--- config.mk ---
export PLATFORM = sky130hd
export DESIGN_NAME = annexb_nal_unit_scanner
export DESIGN_NICKNAME = d
export VERILOG_FILES = /design/src/rtl/anbs_pkg.sv /design/src/rtl/anbs_queue.sv /design/src/rtl/anbs_front.sv /design/src/rtl/anbs_back.sv /design/src/rtl/annexb_nal_unit_scanner.sv
export SDC_FILE = /design/constraint.sdc
export NUM_CORES = 1
export LEC_CHECK = 0
export BUFFER_PORTS_ARGS = -buffer_cell sky130_fd_sc_hd__buf_2
export CAP_MARGIN = 20
export CORE_ASPECT_RATIO = 0.9
export CORE_MARGIN = 1
export CORE_UTILIZATION = 55
export DETAILED_ROUTE_END_ITERATION = 10
export PLACE_DENSITY = 0.73
export SLEW_MARGIN = 20
export SYNTH_ARGS = -nofsm -noshare
export SYNTH_HDL_FRONTEND = slang
export SYNTH_SLANG_ARGS = --single-unit
--- constraint.sdc ---
create_clock -name clk -period 10.9 [get_ports clk]
set_input_delay 1.635 -clock clk [delete_from_list [all_inputs] [get_ports clk]]
set_output_delay 1.635 -clock clk [all_outputs]
set_load 0.005 [all_outputs]
--- src/rtl/anbs_pkg.sv ---
package anbs_pkg;

  localparam int unsigned SIZE_CAP    = 65535;
  localparam int unsigned COUNT_CAP   = 16383;
  localparam int unsigned QUEUE_DEPTH = 2;
  localparam logic [7:0]  START_LAST  = 8'h01;

  typedef struct packed {
    logic [7:0] data_byte;
    logic       final_byte;
  } in_item_t;

  typedef struct packed {
    logic [4:0]  unit_type;
    logic [1:0]  ref_priority;
    logic        forbidden_flag;
    logic [15:0] unit_size;
    logic [13:0] unit_index;
    logic        packet_done;
  } out_item_t;

  typedef struct packed {
    logic [7:0]  header;
    logic [13:0] index;
    logic        done;
  } nal_desc_t;

endpackage

--- src/rtl/anbs_queue.sv ---
module anbs_queue #(
  parameter int unsigned WIDTH = 8
) (
  input  logic             clk,
  input  logic             rst,
  input  logic             wr_en,
  input  logic [WIDTH-1:0] wr_data,
  output logic             wr_ready,
  output logic             rd_valid,
  input  logic             rd_en,
  output logic [WIDTH-1:0] rd_data
);
  import anbs_pkg::*;

  localparam int unsigned PTR_W = (QUEUE_DEPTH > 1) ? $clog2(QUEUE_DEPTH) : 1;
  localparam int unsigned CNT_W = $clog2(QUEUE_DEPTH + 1);

  logic [WIDTH-1:0] mem [QUEUE_DEPTH];
  logic [PTR_W-1:0] wptr;
  logic [PTR_W-1:0] rptr;
  logic [CNT_W-1:0] count;
  logic             do_wr;
  logic             do_rd;

  assign wr_ready = (count != CNT_W'(QUEUE_DEPTH));
  assign rd_valid = (count != '0);
  assign do_wr    = wr_en && wr_ready;
  assign do_rd    = rd_en && rd_valid;
  assign rd_data  = mem[rptr];

  always_ff @(posedge clk) begin
    if (do_wr) begin
      mem[wptr] <= wr_data;
    end
  end

  always_ff @(posedge clk) begin
    if (rst) begin
      wptr  <= '0;
      rptr  <= '0;
      count <= '0;
    end else begin
      if (do_wr) begin
        wptr <= (wptr == PTR_W'(QUEUE_DEPTH - 1)) ? '0 : wptr + 1'b1;
      end
      if (do_rd) begin
        rptr <= (rptr == PTR_W'(QUEUE_DEPTH - 1)) ? '0 : rptr + 1'b1;
      end
      if (do_wr && !do_rd) begin
        count <= count + 1'b1;
      end else if (do_rd && !do_wr) begin
        count <= count - 1'b1;
      end
    end
  end

endmodule

--- src/rtl/anbs_front.sv ---
module anbs_front #(
  parameter int unsigned MAX_PACKET_BYTES = 65535,
  parameter int unsigned POS_W = 16
) (
  input  logic                clk,
  input  logic                rst,
  input  logic                accept,
  input  anbs_pkg::in_item_t  item,
  output logic                emit,
  output anbs_pkg::nal_desc_t desc,
  output logic [POS_W-1:0]    end_pos,
  output logic [POS_W-1:0]    start_pos
);
  import anbs_pkg::*;

  logic [23:0]      window;
  logic [POS_W-1:0] pos;
  logic             pending;
  logic [7:0]       pending_header;
  logic [POS_W-1:0] pending_start;
  logic             header_due;
  logic [13:0]      unit_count;

  logic [23:0]      window_next;
  logic [POS_W-1:0] pos_next;
  logic             pending_next;
  logic [7:0]       pending_header_next;
  logic [POS_W-1:0] pending_start_next;
  logic             header_due_next;
  logic [13:0]      unit_count_next;
  logic             start_code;

  assign start_code = !item.final_byte && (pos >= POS_W'(3)) && (window == '0) &&
                      (item.data_byte == START_LAST) &&
                      !(pending && (pending_start == pos - POS_W'(3)));

  always_comb begin
    window_next         = window;
    pos_next            = pos;
    pending_next        = pending;
    pending_header_next = pending_header;
    pending_start_next  = pending_start;
    header_due_next     = header_due;
    unit_count_next     = unit_count;
    emit                = 1'b0;
    desc.header         = pending_header;
    desc.index          = unit_count;
    desc.done           = 1'b0;
    end_pos             = pos;
    start_pos           = pending_start;
    if (accept) begin
      if (header_due) begin
        header_due_next     = 1'b0;
        pending_header_next = item.data_byte;
        pending_start_next  = pos;
        pending_next        = 1'b1;
        if (unit_count < 14'(COUNT_CAP)) begin
          unit_count_next = unit_count + 1'b1;
        end
      end else if (start_code) begin
        if (pending) begin
          emit         = 1'b1;
          pending_next = 1'b0;
        end
        header_due_next = 1'b1;
      end
      if (item.final_byte) begin
        if (pending_next && !emit) begin
          emit        = 1'b1;
          desc.header = pending_header_next;
          desc.index  = unit_count_next;
          desc.done   = 1'b1;
          start_pos   = pending_start_next;
        end
        window_next         = '0;
        pos_next            = '0;
        pending_next        = 1'b0;
        pending_header_next = '0;
        pending_start_next  = '0;
        header_due_next     = 1'b0;
        unit_count_next     = '0;
      end else begin
        window_next = {window[15:0], item.data_byte};
        if (pos < POS_W'(MAX_PACKET_BYTES)) begin
          pos_next = pos + 1'b1;
        end
      end
    end
  end

  always_ff @(posedge clk) begin
    if (rst) begin
      window         <= '0;
      pos            <= '0;
      pending        <= 1'b0;
      pending_header <= '0;
      pending_start  <= '0;
      header_due     <= 1'b0;
      unit_count     <= '0;
    end else begin
      window         <= window_next;
      pos            <= pos_next;
      pending        <= pending_next;
      pending_header <= pending_header_next;
      pending_start  <= pending_start_next;
      header_due     <= header_due_next;
      unit_count     <= unit_count_next;
    end
  end

endmodule

--- src/rtl/anbs_back.sv ---
module anbs_back #(
  parameter int unsigned POS_W = 16
) (
  input  logic                clk,
  input  logic                rst,
  input  logic                q_valid,
  output logic                q_pop,
  input  anbs_pkg::nal_desc_t desc,
  input  logic [POS_W-1:0]    end_pos,
  input  logic [POS_W-1:0]    start_pos,
  output logic                empty,
  input  logic                pop,
  output anbs_pkg::out_item_t result
);
  import anbs_pkg::*;

  localparam int unsigned CW = (POS_W > 16) ? POS_W : 16;

  logic             valid;
  logic [POS_W-1:0] diff;
  logic [CW-1:0]    trimmed;
  logic [15:0]      size;

  assign diff    = end_pos - start_pos;
  assign trimmed = CW'(diff - POS_W'(3));
  assign q_pop   = q_valid && (!valid || pop);
  assign empty   = !valid;

  always_comb begin
    if (diff <= POS_W'(3)) begin
      size = 16'd1;
    end else if (trimmed > CW'(SIZE_CAP)) begin
      size = 16'(SIZE_CAP);
    end else begin
      size = trimmed[15:0];
    end
  end

  always_ff @(posedge clk) begin
    if (q_pop) begin
      result.unit_type      <= desc.header[4:0];
      result.ref_priority   <= desc.header[6:5];
      result.forbidden_flag <= desc.header[7];
      result.unit_size      <= size;
      result.unit_index     <= desc.index;
      result.packet_done    <= desc.done;
    end
  end

  always_ff @(posedge clk) begin
    if (rst) begin
      valid <= 1'b0;
    end else if (q_pop) begin
      valid <= 1'b1;
    end else if (pop) begin
      valid <= 1'b0;
    end
  end

endmodule

--- src/rtl/annexb_nal_unit_scanner.sv ---
// Channel   Direction  Handshake            Payload
// item      in         push / full          anbs_pkg::in_item_t (data_byte, final_byte)
// result    out        empty / pop          anbs_pkg::out_item_t (one NAL per item)
//
// One byte is taken every cycle while the two-entry queue between the scanner and
// the size stage has room; once the byte that ends a NAL is accepted, its result
// passes through that queue and then the output register to the result ports.
// Reset is synchronous and empties the scanner, the queue and the output register.
// When the result side stalls, the output register and then the queue fill, and full
// rises once three NALs are waiting.
module annexb_nal_unit_scanner #(
  parameter int unsigned MAX_PACKET_BYTES = 65535
) (
  input  logic                clk,
  input  logic                rst,
  input  logic                push,
  output logic                full,
  input  anbs_pkg::in_item_t  item,
  output logic                empty,
  input  logic                pop,
  output anbs_pkg::out_item_t result
);
  import anbs_pkg::*;

  localparam int unsigned POS_W  = $clog2(MAX_PACKET_BYTES + 1);
  localparam int unsigned DESC_W = $bits(nal_desc_t);
  localparam int unsigned REC_W  = DESC_W + 2 * POS_W;

  logic             accept;
  logic             emit;
  nal_desc_t        f_desc;
  logic [POS_W-1:0] f_end;
  logic [POS_W-1:0] f_start;
  logic             q_ready;
  logic             q_valid;
  logic             q_pop;
  logic [REC_W-1:0] q_rec;
  nal_desc_t        b_desc;
  logic [POS_W-1:0] b_end;
  logic [POS_W-1:0] b_start;

  assign full   = !q_ready;
  assign accept = push && q_ready;
  assign b_desc  = q_rec[REC_W-1 -: DESC_W];
  assign b_end   = q_rec[2*POS_W-1 -: POS_W];
  assign b_start = q_rec[POS_W-1:0];

  anbs_front #(
    .MAX_PACKET_BYTES(MAX_PACKET_BYTES),
    .POS_W(POS_W)
  ) u_front (
    .clk(clk),
    .rst(rst),
    .accept(accept),
    .item(item),
    .emit(emit),
    .desc(f_desc),
    .end_pos(f_end),
    .start_pos(f_start)
  );

  anbs_queue #(
    .WIDTH(REC_W)
  ) u_queue (
    .clk(clk),
    .rst(rst),
    .wr_en(accept && emit),
    .wr_data({f_desc, f_end, f_start}),
    .wr_ready(q_ready),
    .rd_valid(q_valid),
    .rd_en(q_pop),
    .rd_data(q_rec)
  );

  anbs_back #(
    .POS_W(POS_W)
  ) u_back (
    .clk(clk),
    .rst(rst),
    .q_valid(q_valid),
    .q_pop(q_pop),
    .desc(b_desc),
    .end_pos(b_end),
    .start_pos(b_start),
    .empty(empty),
    .pop(pop),
    .result(result)
  );

endmodule
---- Yosys cells after proc, flatten, opt, wreduce, memory -nomap -nowiden ----
Memory sizes are Yosys's and may differ from the RTL's. A register that Yosys moved wholly into a read port is not among the register bits.
Index checks and enable logic that the tools add are counted.
word-level totals
  flip-flop bits (word level) ............. 124
  bits in writable memories ............... 110
  bits of input ports ..................... 13
  output and inout port bits .............. 41
  logic and storage cells ................. 105
  memories kept ........................... 1
memories
  memory       words  width  rd ports  clocked after Yosys merged registers in  write ports  line              RTL
  u_queue.mem  2      55     1         1                                        1            anbs_queue.sv:18  logic [WIDTH-1:0] mem [QUEUE_DEPTH];
operators by class
  $add $sub $neg .......................... 9
  magnitude comparators ................... 5
  eq/ne operators ......................... 3
  multiplexer cells ....................... 41
  reductions and logical operators ........ 28
operators with widths
  operator                                                             number
  two-way mux 16 bit                                                   8
  two-way mux 23 bit                                                   3
  two-way mux 14 bit                                                   3
  subtractor 16 x 2 -> 16 bit (second input constant)                  2
  logical NOT 24 bit                                                   1
  two-way mux 24 bit                                                   1
  two-way mux 1 bit                                                    22
  adder 16 x 1 -> 16 bit (second input constant)                       1
  == test 16 bit                                                       1
  greater-or-equal comparator 16 x 2 -> 1 bit (second input constant)  1
  > comparator 16 bit (second input constant)                          1
  <= comparator 16 x 2 -> 1 bit (second input constant)                1
  less-than comparator 16 bit (second input constant)                  1
  two-way mux 8 bit                                                    2
  subtractor 16 bit                                                    1
  adder 14 x 1 -> 14 bit (second input constant)                       1
  less-than comparator 14 bit (second input constant)                  1
  logical AND 1 bit                                                    13
  == test 8 x 1 -> 1 bit (second input constant)                       1
  nonzero test 2 bit                                                   4
  logical NOT 1 bit                                                    7
  two-way mux 2 bit                                                    2
  adder 1 bit (second input constant)                                  2
  adder 2 x 1 -> 2 bit (second input constant)                         1
  other kinds (5)                                                      5

---- Longest topological paths before layout ----
Gate-level depths: netlist of run 1.
  word-level depth ........................ 19
  gate-level depth with buffers ........... 15
  gate-level depth less buffers ........... 12

---- Hierarchy ----
From an unflattened synthesis of run 1, not the netlist that was laid out.
second synthesis, totals
  cell total of the unflattened synthesis .. 1,014
  area total of the unflattened synthesis .. 11,267.1 um^2
by module, submodules not included
  module                   times used  cells an instance  area an instance (um^2)  seq. area each (um^2)
  anbs_front               1           582                4,500.6                  1,601.5
  anbs_queue               1           195                4,187.8                  3,403.3
  anbs_back                1           234                2,561.2                  1,191.1
  annexb_nal_unit_scanner  1           3                  17.5                     0.0

---- Least setup slack after synthesis of run 1 ----
OpenSTA, ideal clock, no wires.
  path kind ............................... input-to-reg
  from .................................... input item[3] in the netlist's numbering
  to ...................................... memory u_queue.mem[0][0] in the netlist's numbering, enable pin
  library setup time ...................... 0.486 ns
  arrival ................................. 5.313 ns
  data required time ...................... 10.414 ns
  slack ................................... 5.101 ns
  stages .................................. 6
  path buffers ............................ 0
  cells stage by stage .................... nor4b_1 > nand4_1 > nor2_1 > nand4_1 > a311o_2 > a21oi_1
between the ends
  cells in the longest elaborated chain, start to end .. 15
  elaborated cells on any way between the ends .. 18
  those cells by class .................... 1 x eq/ne; 11 x mux; 6 x reduce/logical
ends and longest elaborated chain
  what                                         line                           RTL
  from (decl)                                  annexb_nal_unit_scanner.sv:18  input anbs_pkg::in_item_t item,
  == test 8 x 1 -> 1 bit (*)                   anbs_front.sv:34               (item.data_byte == START_LAST) &&
  logical AND 1 bit (*)                        anbs_front.sv:33               assign start_code = !item.final_byte && (pos >= POS_W'(3)) && (window == '0) &&
  logical AND 1 bit (*)                        anbs_front.sv:34
  two-way mux 1 bit                            anbs_front.sv:60               end else if (start_code) begin
  two-way mux 1 bit                            anbs_front.sv:52               if (header_due) begin
  two-way mux 1 bit                            anbs_front.sv:51               if (accept) begin
  logical NOT 1 bit                            anbs_front.sv:68               if (pending_next && !emit) begin
  logical AND 1 bit                            anbs_front.sv:68
  two-way mux 1 bit                            anbs_front.sv:68
  two-way mux 1 bit (*)                        anbs_front.sv:67               if (item.final_byte) begin
  two-way mux 1 bit (*)                        anbs_front.sv:51
  logical AND 1 bit (*)                        annexb_nal_unit_scanner.sv:67  .wr_en(accept && emit),
  logical AND 1 bit (*)                        anbs_queue.sv:27               assign do_wr = wr_en && wr_ready;
  two-way mux 1 bit (*)                        anbs_queue.sv:32               if (do_wr) begin
  two-way mux 1 bit (not written as such) (*)  anbs_queue.sv:33               mem[wptr] <= wr_data;
  to (decl)                                    anbs_queue.sv:18
Every way passes the cells marked *; elsewhere a longest branch is shown, timed or not. The select of a mux whose other input is x is not followed.

==> results of run 1 <==
-- worst max-delay path by stage --
stage | from | depth (start not counted) | to
3_3_place_gp | item[0] | 7 | u_queue.mem[1][48]$_DFFE_PP_
5_1_grt | flop | 13 | u_back.result[16]$_SDFFCE_PP0P_
6_report | flop | 13 | u_back.result[16]$_SDFFCE_PP0P_
2_1_floorplan | item[3] | 6 | u_queue.mem[0][0]$_DFFE_PP_
3_5_place_dp | item[0] | 6 | u_queue.mem[0][9]$_DFFE_PP_
4_1_cts | flop | 13 | u_back.result[16]$_SDFFCE_PP0P_
-- where the power goes --
group | internal, mW | switching (mW) | leakage (nW)
sequential | 1.04 | 0.0168 | 2.02
clock | 0.529 | 0.331 | 0.408
combinational | 0.323 | 0.468 | 1.98
-- tightest hold or removal path: cells and delay by family (launching register included) --
| kind | cells | cell delay, ns |
|---|---|---|
| compound gates | 1 | 0.05 |
| flops | 1 | 0.33 |
| simple gates | 1 | 0.06 |
-- stage by stage --
stage	instances	hold WS [ns]	power (mW)
floorplan	992	0.4202	1.669
global placement	1242	0.4666	1.847
detailed placement	1242	0.4804	1.863
CTS	1286	0.4867	2.719
global route	1286	0.5206	2.847
finish	1286	0.4893	2.708
-- final cells by class --
type / instances / area, um^2 / share of cell area
Multi-Input combinational cell: 672 / 4591 / 0.3716
Clock inverter: 10 / 153.9 / 0.01246
Clock buffer: 34 / 679.4 / 0.05500
Sequential cell: 235 / 6197 / 0.5017
Tap cell: 250 / 312.8 / 0.02532
Inverter: 23 / 86.33 / 0.006989
Timing Repair Buffer: 62 / 332.8 / 0.02694
-- Yosys cell counts (2+ instances only) --
master / n / share of area
buf_1: 4 / 0.0014
mux2_2: 61 / 0.062
nor2b_1: 7 / 0.0039
nand2_1: 38 / 0.013
o31a_1: 2 / 0.0016
nor3_1: 27 / 0.012
and4_1: 3 / 0.0024
mux2i_1: 20 / 0.018
a211oi_1: 8 / 0.0054
a21oi_1: 72 / 0.032
nor2_1: 113 / 0.038
a22oi_1: 29 / 0.020
inv_1: 23 / 0.0078
ha_1: 19 / 0.021
and3_1: 25 / 0.014
nand2b_1: 4 / 0.0023
a2111oi_0: 2 / 0.0016
xor2_1: 24 / 0.019
nor4_1: 14 / 0.0079
a2bb2oi_1: 2 / 0.0016
or4_1: 4 / 0.0027
a21o_1: 9 / 0.0061
a41oi_1: 3 / 0.0024
o21a_1: 3 / 0.0020
o31ai_1: 4 / 0.0027
and2_1: 5 / 0.0028
o21ai_0: 32 / 0.014
a211o_1: 2 / 0.0016
buf_2: 3 / 0.0014
or3_1: 16 / 0.0090
nand3b_1: 2 / 0.0014
nand3_1: 20 / 0.0090
clkbuf_1: 55 / 0.019
a31oi_1: 6 / 0.0034
xnor2_1: 36 / 0.028
edfxtp_1: 149 / 0.40
a21boi_0: 2 / 0.0014
o221a_2: 2 / 0.0020
or2_2: 5 / 0.0028
o211ai_1: 5 / 0.0034
dfxtp_1: 86 / 0.16
nand4_1: 15 / 0.0085
-- layer usage --
| layer | routed length [um] | vias up |
|---|---|---|
| met5 | 0 | - |
| met4 | 330 | 0 |
| met3 | 979 | 24 |
| met2 | 10120 | 172 |
| met1 | 10840 | 3705 |
| li1 | - | 3726 |
-- cell families after synthesis --
family | synth area share
XOR/XNOR | 0.05156
multiplexers | 0.08135
AO/OA/AOI/OAI | 0.1162
buffers and inverters | 0.02911
AND/OR/NAND/NOR | 0.1398
flip-flops | 0.5587
adder cells (fa/ha/maj) | 0.02324
-- flip-flops by register name, summed over array words and instances (netlist names), 2 cells and up, named ones only --
name / count
u_back.result: 39
u_front.end_pos: 16
u_front.pending_header: 8
u_front.pending_start: 16
u_front.unit_count: 14
u_front.window: 24
u_queue.count: 2
u_queue.mem: 110
==> out/metrics.yaml, run 1 <==
outcome: "finished, final reports clean"
antenna_found_initial: 0
ys.flop_type: "edfxtp_1"
ctsResizeCount: 0
mostFrequentLayoutCells: "edfxtp_1 (149), nor2_1 (113), dfxtp_1 (85)"
path_common_cell: "nor3_1"
setup_ws_ns: 6.145
wl_per_cell_um: 17.32
final_common_cell: "edfxtp_1"
worstPathCellList: "buf_4 > mux2_2 > ha_1 > inv_1 > fa_1 > a211oi_2 > nor3_1 > a21oi_2 > o21ai_0 > nor3_1 > a221oi_1 > and4_1 > a21boi_0"
insertion_delay_ns: 0.51
place_hpwl_mm: 14.24
hold_viol: 0
die-height_um: 136.7
drtPass1Iterations: 5
rows: 48
ys_types: 73
crit_required_ns: 11.11
hold_buffers: 0
tns_ns: 0
setup_viol: 0
r2r_end: "u_back.result[16]$_SDFFCE_PP0P_"
coreArea_mm2: 0.01946
cts.sinks: 235
hold_class: "reg -> reg"
ys_seq_area_frac: 0.5587
met2_usage: 0.3414
ys_async_sr_fraction: 0
hold_path_depth: 2
clockBufferDepth: 3
fin_crit_ns: 4.755
drcViolationCount: 0
crit_path_end_kind: "flop"
cts_setup_buffers: 0
utilization: 0.6348
vias: 7627
finalMaxSlewViolations: 0
drt_wl_total_mm: 22.27
p_leak_nw: 4.407
die_w_um: 151.7
ant_nets: 0
io_pins: 54
grt_max_degree: 75
worst_pin_slew_ns: 1.046
mappedNetlistArea_mm2: 0.01109
num-fill-cells: 1584
ys_ff_latch: 235
powerDensity_mw_per_mm2: 219.2
arrival_ns: 4.97
grt_pass1_wl_mm: 36.00
relSlewSlack: 0.2937
clock_skew_ns: 0.01125
die_area_mm2: 0.02074
reg2reg_depth: 13
grt-ovfl-total: 0
cp_slowest_cell: "buf_4"
fmax_mhz: 210.3
yosysWarnings: 0
crit_fanout: 55
syn_nets: 1025
final_cell_area_mm2: 0.01235
grt_most_used_layer: "met2"
critical-path-top-delay-family: "compound AO/OA/AOI/OAI gates"
start_util: 0.5699
portBuffers: 53
placed_area_mm2: 0.01151
grt_use_met1: 0.3277
met3_usage: 0.03100
worst_setup_path_start_kind: "flop"
maxCapViolCount: 0
synth_cells: 992
worstHoldEndpoint: "u_front.unit_count[9]$_SDFFE_PP0P_"
fin_crit_sh: 0.4362
nets: 1051
cts_tree: "built"
cts_root_buf: "clkbuf_16"
gp_congestion: 0.8644
h-tree-depth: 1
place_ws_ns: 6.114
via_per_inst: 5.931
max_stage_delay_ns: 0.62
hold_start: "u_front.unit_count[9]$_SDFFE_PP0P_"
drtIter0Drc: 510
max-vdd-ir-drop_v: 0.0001311
synth-edff-count: 149
rrSetupSlack_ns: 6.14
path_buf_inv: 2
rsz0062_at_grt: "false"
cts_made_buffers: 24
crit_type: "reg -> reg"
syn_avg_cell_area_um2: 11.18
drive_above_1_share: 0.1766
cts.clk_slew.worst_paths_ns: 0.06
gr-usage-all-layers: 0.2198
num_antenna_cells: 0
area_growth_syn_to_layout_pct: 11.40
grt_pass1_vias: 6931
Power figures use the tool's default switching activity.
==> inputs of run 2 (changes only) <==
- clock period: 10.9 -> 4.58 ns (I/O delays scaled with it)
==> out/metrics.yaml, run 2 (synthesis gave the netlist of run 1 again) <==
rsz0062_at_grt: "false"  # unchanged
cts.clk_slew.worst_paths_ns: 0.06  # about the same
coreArea_mm2: 0.01946  # unchanged
drcViolationCount: 0  # unchanged
powerDensity_mw_per_mm2: 525.6  # was 219.2 mW/mm^2
fin_crit_ns: 4.138  # was 4.755 ns
maxCapViolCount: 0  # unchanged
io_pins: 54  # unchanged
placed_area_mm2: 0.01158  # was 0.01151 mm^2
r2r_end: "u_back.result[19]$_SDFFCE_PP0P_"  # was u_back.result[16]$_SDFFCE_PP0P_
finalMaxSlewViolations: 0  # unchanged
die_w_um: 151.7  # unchanged
drtPass1Iterations: 5  # unchanged
arrival_ns: 4.38  # was 4.97 ns
crit_type: "reg -> reg"  # unchanged
portBuffers: 53  # unchanged
vias: 7673  # was 7,627
hold_class: "in -> reg"  # was reg -> reg
tns_ns: 0  # unchanged
multi_input_area_mm2: 0.004583  # was 0.004591 mm^2
largest_reg_flops: 110  # unchanged
regArea_mm2: 0.006197  # unchanged
via_per_inst: 5.930  # was 5.931
hold_viol: 0  # unchanged
die_area_mm2: 0.02074  # unchanged
power_frac_clock: 0.323  # was 0.318
crit_path_end_kind: "flop"  # unchanged
crit_fanout: 33  # was 55
outcome: "finished, final reports clean"  # unchanged
internal-power_mw: 4.592  # was 1.892 mW
p_sw_mw: 1.951  # was 0.8156 mW
drt_wl_total_mm: 22.72  # was 22.27 mm
antenna_found_initial: 0  # unchanged
cp_slowest_cell: "and4_1"  # was buf_4
num-fill-cells: 1559  # was 1,584
cts_tree: "built"  # unchanged
crit_required_ns: 4.82  # was 11.11 ns
cts_made_buffers: 25  # was 24
combPwrFrac: 0.288  # was 0.292
die-height_um: 136.7  # unchanged
area_growth_syn_to_layout_pct: 12.24  # was 11.40%
ant_nets: 0  # unchanged
insertion_delay_ns: 0.51  # about the same
clockBufferDepth: 3  # unchanged
worst_pin_slew_ns: 0.9554  # was 1.046 ns
final_common_cell: "edfxtp_1"  # unchanged
power_mw: 6.543  # was 2.708 mW
cts_setup_buffers: 0  # unchanged
top_regs: "u_queue.mem (110), u_back.result (39), u_front.window (24)"  # unchanged
drtIter0Drc: 566  # was 510
mostFrequentLayoutCells: "edfxtp_1 (149), nor2_1 (113), dfxtp_1 (85)"  # unchanged
setup_viol: 0  # unchanged
switching_share: 0.2982  # was 0.3012
worstPathCellList: "buf_4 > mux2_2 > ha_1 > nand4_1 > o21ai_0 > nor3_1 > a221oi_1 > and4_1 > a21oi_1"  # was buf_4 > mux2_2 > ha_1 > inv_1 > fa_1 > a211oi_2 > nor3_1 > a21oi_2 > o21ai_0 > nor3_1 > a221oi_1 > and4_1 > a21boi_0
stdcell_count: 1294  # was 1,286
endpoint: "u_back.result[19]$_SDFFCE_PP0P_"  # was u_back.result[16]$_SDFFCE_PP0P_
max-vdd-ir-drop_v: 0.0002838  # was 0.0001311 V
place_hpwl_mm: 14.46  # was 14.24 mm
worst_setup_path_start_kind: "flop"  # unchanged
grt_max_degree: 45  # was 75
hold_buffers: 0  # unchanged
clock_skew_ns: 0.008318  # was 0.01125 ns
rrSetupSlack_ns: 0.44  # was 6.14 ns
p_seq_frac: 0.389  # was 0.390
relSlewSlack: 0.3563  # was 0.2937
fin_crit_sh: 0.9034  # was 0.4362
p_leak_nw: 4.426  # was 4.407 nW
nets: 1059  # was 1,051
top_register: "u_queue.mem"  # unchanged
rows: 48  # unchanged
cts.sinks: 235  # unchanged
fmax_mhz: 241.7  # was 210.3 MHz
num_antenna_cells: 0  # unchanged
grt_pass1_vias: 7213  # was 6,931
max_stage_delay_ns: 0.59  # was 0.62 ns
h-tree-depth: 1  # unchanged
drive_above_1_share: 0.1830  # was 0.1766
reg2reg_depth: 9  # was 13
ctsResizeCount: 0  # unchanged
cts_root_buf: "clkbuf_16"  # unchanged
grt-ovfl-total: 0  # unchanged
wl_per_cell_um: 17.55  # was 17.32 um
final_cell_area_mm2: 0.01245  # was 0.01235 mm^2
gp_congestion: 0.8600  # was 0.8644
start_util: 0.5699  # unchanged
gr-usage-all-layers: 0.2262  # was 0.2198
grt_pass1_wl_mm: 37.16  # was 36.00 mm
dp_cells: 1249  # was 1,242
[run 2: cell count changes in the layout (fill, tap and decap cells not counted), sizes merged]
cell | previous run | this run
clkinv | 4 | 5
clkbuf | 34 | 36
buf | 62 | 69
inv | 24 | 23
clkinvlp | 1 | 0
[run 2: how the worst min path moves through the flow]
stage,startpoint,cells past startpoint,end,slack (ns)
after floorplan,u_front.end_pos[5]$_SDFFE_PP0P_,0,u_queue.mem[0][21]$_DFFE_PP_,0.42
after global placement,u_front.window[23]$_SDFFE_PP0P_,2,u_front.window[23]$_SDFFE_PP0P_,0.46
after detailed placement,u_front.window[23]$_SDFFE_PP0P_,2,u_front.window[23]$_SDFFE_PP0P_,0.47
after CTS,pop,3,u_back.valid$_SDFFE_PP0P_,0.46
after global routing,pop,3,u_back.valid$_SDFFE_PP0P_,0.48
final,pop,3,u_back.valid$_SDFFE_PP0P_,0.47
[run 2: worst max-delay path: cells and delay by family (launching register included)]
family / cells / cell delay, ns
and+or+nand+nor: 3 / 0.91
buffers and inverters: 1 / 0.50
AOI/OAI and AO/OA: 3 / 1.08
adders and majority gates: 1 / 0.46
muxes: 1 / 0.40
DFF: 1 / 0.51
[run 2: power groups by stage]
stage | registers [mW] | clock network [mW] | logic (mW)
floorplan | 2.57 | 0 | 1.40
global placement | 2.59 | 0 | 1.85
detailed placement | 2.59 | 0 | 1.87
CTS | 2.55 | 2.15 | 1.89
global route | 2.57 | 2.23 | 2.09
finish | 2.55 | 2.11 | 1.89
[run 2: metrics by stage]
| step | utilization | hold slack [ns] | setup WS (ns) |
|---|---|---|---|
| 2_1_floorplan | - | 0.4202 | 0.4624 |
| 3_3_place_gp | 0.5950 | 0.4637 | 0.6363 |
| 3_5_place_dp | 0.5950 | 0.4703 | 0.5238 |
| 4_1_cts | 0.6397 | 0.4580 | 0.4990 |
| 5_1_grt | 0.6397 | 0.4808 | 0.05735 |
| 6_report | 0.6397 | 0.4698 | 0.4424 |
[run 2: cell type report]
cell class                 instances  share of cell area
sequential                       235              0.4979
multi-input combinational        672              0.3682
clock buffer                      36             0.05760
timing repair buffer              69             0.03197
tap                              250             0.02513
clock inverter                     9             0.01226
inverter                          23            0.006936
[run 2: metal layers]
layer  vias up  track usage  routed length, um
li1       3743            -                  -
met1      3695       0.3285              10830
met2       203       0.3581              10390
met3        32      0.03167               1143
met4         0      0.05281                350
met5         -            0                  0
==> inputs of run 3 (changes only) <==
- CORE_UTILIZATION: 55 -> 25
- PLACE_DENSITY: 0.73 -> 0.39
==> out/metrics.yaml, run 3 (synthesis gave the netlist of run 1 again) <==
outcome: "finished, final reports clean"  # unchanged
final_common_cell: "edfxtp_1"  # unchanged
h-tree-depth: 1  # unchanged
worst_setup_path_start_kind: "flop"  # unchanged
hold_class: "in -> reg"  # unchanged
coreArea_mm2: 0.04333  # was 0.01946 mm^2
cts.sinks: 235  # unchanged
grt_pass1_vias: 7460  # was 7,213
largest_reg_flops: 110  # unchanged
crit_required_ns: 4.86  # was 4.82 ns
hold_start: "pop"  # unchanged
insertion_delay_ns: 0.55  # was 0.51 ns
p_leak_nw: 4.475  # was 4.426 nW
die-height_um: 201.8  # was 136.7 um
hold_path_depth: 3  # unchanged
finalMaxSlewViolations: 0  # unchanged
wl_per_cell_um: 16.57  # was 17.55 um
place_ws_ns: 0.4328  # was 0.5238 ns
num_antenna_cells: 0  # unchanged
powerDensity_mw_per_mm2: 515.4  # was 525.6 mW/mm^2
io_pins: 54  # unchanged
cts.clk_slew.worst_paths_ns: 0.05  # was 0.06 ns
worst_pin_slew_ns: 0.9810  # was 0.9554 ns
hold_buffers: 0  # unchanged
antenna_found_initial: 0  # unchanged
ant_nets: 0  # unchanged
clock_skew_ns: 0.02452  # was 0.008318 ns
cts_tree: "built"  # unchanged
relSlewSlack: 0.3375  # was 0.3563
crit_path_end_kind: "flop"  # unchanged
fin_crit_ns: 4.070  # was 4.138 ns
drt_wl_total_mm: 27.34  # was 22.72 mm
fmax_mhz: 245.7  # was 241.7 MHz
multi_input_area_mm2: 0.004587  # was 0.004583 mm^2
area_growth_syn_to_layout_pct: 16.72  # was 12.24%
regArea_mm2: 0.006197  # unchanged
drtPass1Iterations: 5  # unchanged
top_regs: "u_queue.mem (110), u_back.result (39), u_front.window (24)"  # unchanged
drive_above_1_share: 0.1900  # was 0.1830
final_cell_area_mm2: 0.01294  # was 0.01245 mm^2
fin_crit_sh: 0.8886  # was 0.9034
nets: 1069  # was 1,059
ctsResizeCount: 0  # unchanged
place_hpwl_mm: 18.08  # was 14.46 mm
reg2reg_depth: 11  # was 9
drtIter0Drc: 363  # was 566
die_area_mm2: 0.04521  # was 0.02074 mm^2
tns_ns: 0  # unchanged
die_w_um: 224.0  # was 151.7 um
crit_fanout: 13  # was 33
maxCapViolCount: 0  # unchanged
clockBufferDepth: 3  # unchanged
via_per_inst: 4.575  # was 5.930
grt-ovfl-total: 0  # unchanged
arrival_ns: 4.35  # was 4.38 ns
setup_viol: 0  # unchanged
top_register: "u_queue.mem"  # unchanged
cts_made_buffers: 28  # was 25
gp_congestion: 0.7562  # was 0.8600
crit_type: "reg -> reg"  # unchanged
grt_max_degree: 58  # was 45
cts_root_buf: "clkbuf_16"  # unchanged
hold_viol: 0  # unchanged
placed_area_mm2: 0.01205  # was 0.01158 mm^2
grt_pass1_wl_mm: 43.59  # was 37.16 mm
gr-usage-all-layers: 0.1217  # was 0.2262
rows: 72  # was 48
num-fill-cells: 4467  # was 1,559
rsz0062_at_grt: "false"  # unchanged
setup_ws_ns: 0.5102  # was 0.4424 ns
start_util: 0.2559  # was 0.5699
max-vdd-ir-drop_v: 0.0002744  # was 0.0002838 V
mostFrequentLayoutCells: "edfxtp_1 (149), nor2_1 (113), dfxtp_1 (85)"  # unchanged
portBuffers: 53  # unchanged
cts_setup_buffers: 0  # unchanged
drcViolationCount: 0  # unchanged
vias: 7548  # was 7,673
==> run 3: cell types whose count changed in the layout (fill, tap and decap cells not counted), sizes merged <==
| cell | previous run | this run |
|---|---|---|
| clkinv | 5 | 8 |
| bufinv | 4 | 1 |
| clkbuf | 36 | 42 |
| inv | 23 | 24 |
| buf | 69 | 76 |
==> run 3: path summary, 6_finish.rpt <==
check | to | slack, ns
worst min-delay path | u_back.valid$_SDFFE_PP0P_ | 0.44
worst max register to register | u_back.result[28]$_SDFFCE_PP0P_ | 0.51
worst max-delay path | u_back.result[28]$_SDFFCE_PP0P_ | 0.51
worst min register to register | u_front.window[23]$_SDFFE_PP0P_ | 0.48
==> run 3: power by group <==
group | leakage, nW | total [mW] | switching (mW) | internal (mW)
Sequential | 2.00 | 2.54 | 0.0600 | 2.48
Combinational | 2.03 | 1.97 | 1.16 | 0.818
Clock | 0.442 | 2.15 | 0.872 | 1.28
Total | 4.48 | 6.67 | 2.09 | 4.58
==> run 3: routing by layer <==
layer  wire length [um]  track usage  up-vias
met5                  0            0        -
met4                513      0.02935        0
met3                746      0.01919       36
met2              11890       0.1864       80
met1              14190       0.1779     3658
li1                   -            -     3774
==> run 3: metrics by stage <==
| stage | std cells | utilization | hold WS (ns) | total power, mW |
|---|---|---|---|---|
| finish | 1650 | 0.2987 | 0.4367 | 6.671 |
| global route | 1650 | 0.2987 | 0.4444 | 7.079 |
| CTS | 1650 | 0.2987 | 0.4168 | 6.790 |
| detailed placement | 1598 | 0.2781 | 0.4764 | 4.599 |
| global placement | 1598 | 0.2781 | 0.4557 | 4.607 |
| floorplan | 992 | - | 0.4202 | 3.974 |
==> run 3: cell type report <==
| type | count | area share |
|---|---|---|
| Timing Repair Buffer | 76 | 0.03383 |
| Tap cell | 592 | 0.05723 |
| Sequential cell | 235 | 0.4788 |
| Clock inverter | 10 | 0.006187 |
| Multi-Input combinational cell | 672 | 0.3544 |
| Inverter | 23 | 0.006670 |
| Clock buffer | 42 | 0.06293 |
==> run 3: critical path: stages (launching register included) <==
cell and delay [ns]:
dfxtp_2 0.53, buf_4 0.22, mux2i_1 0.32, ha_1 0.17, nor2b_1 0.30, o221ai_1 0.29
a2111o_1 0.47, a31oi_1 0.39, and4_1 0.35, nor4b_2 0.29, xnor3_1 0.36, a21boi_1 0.13
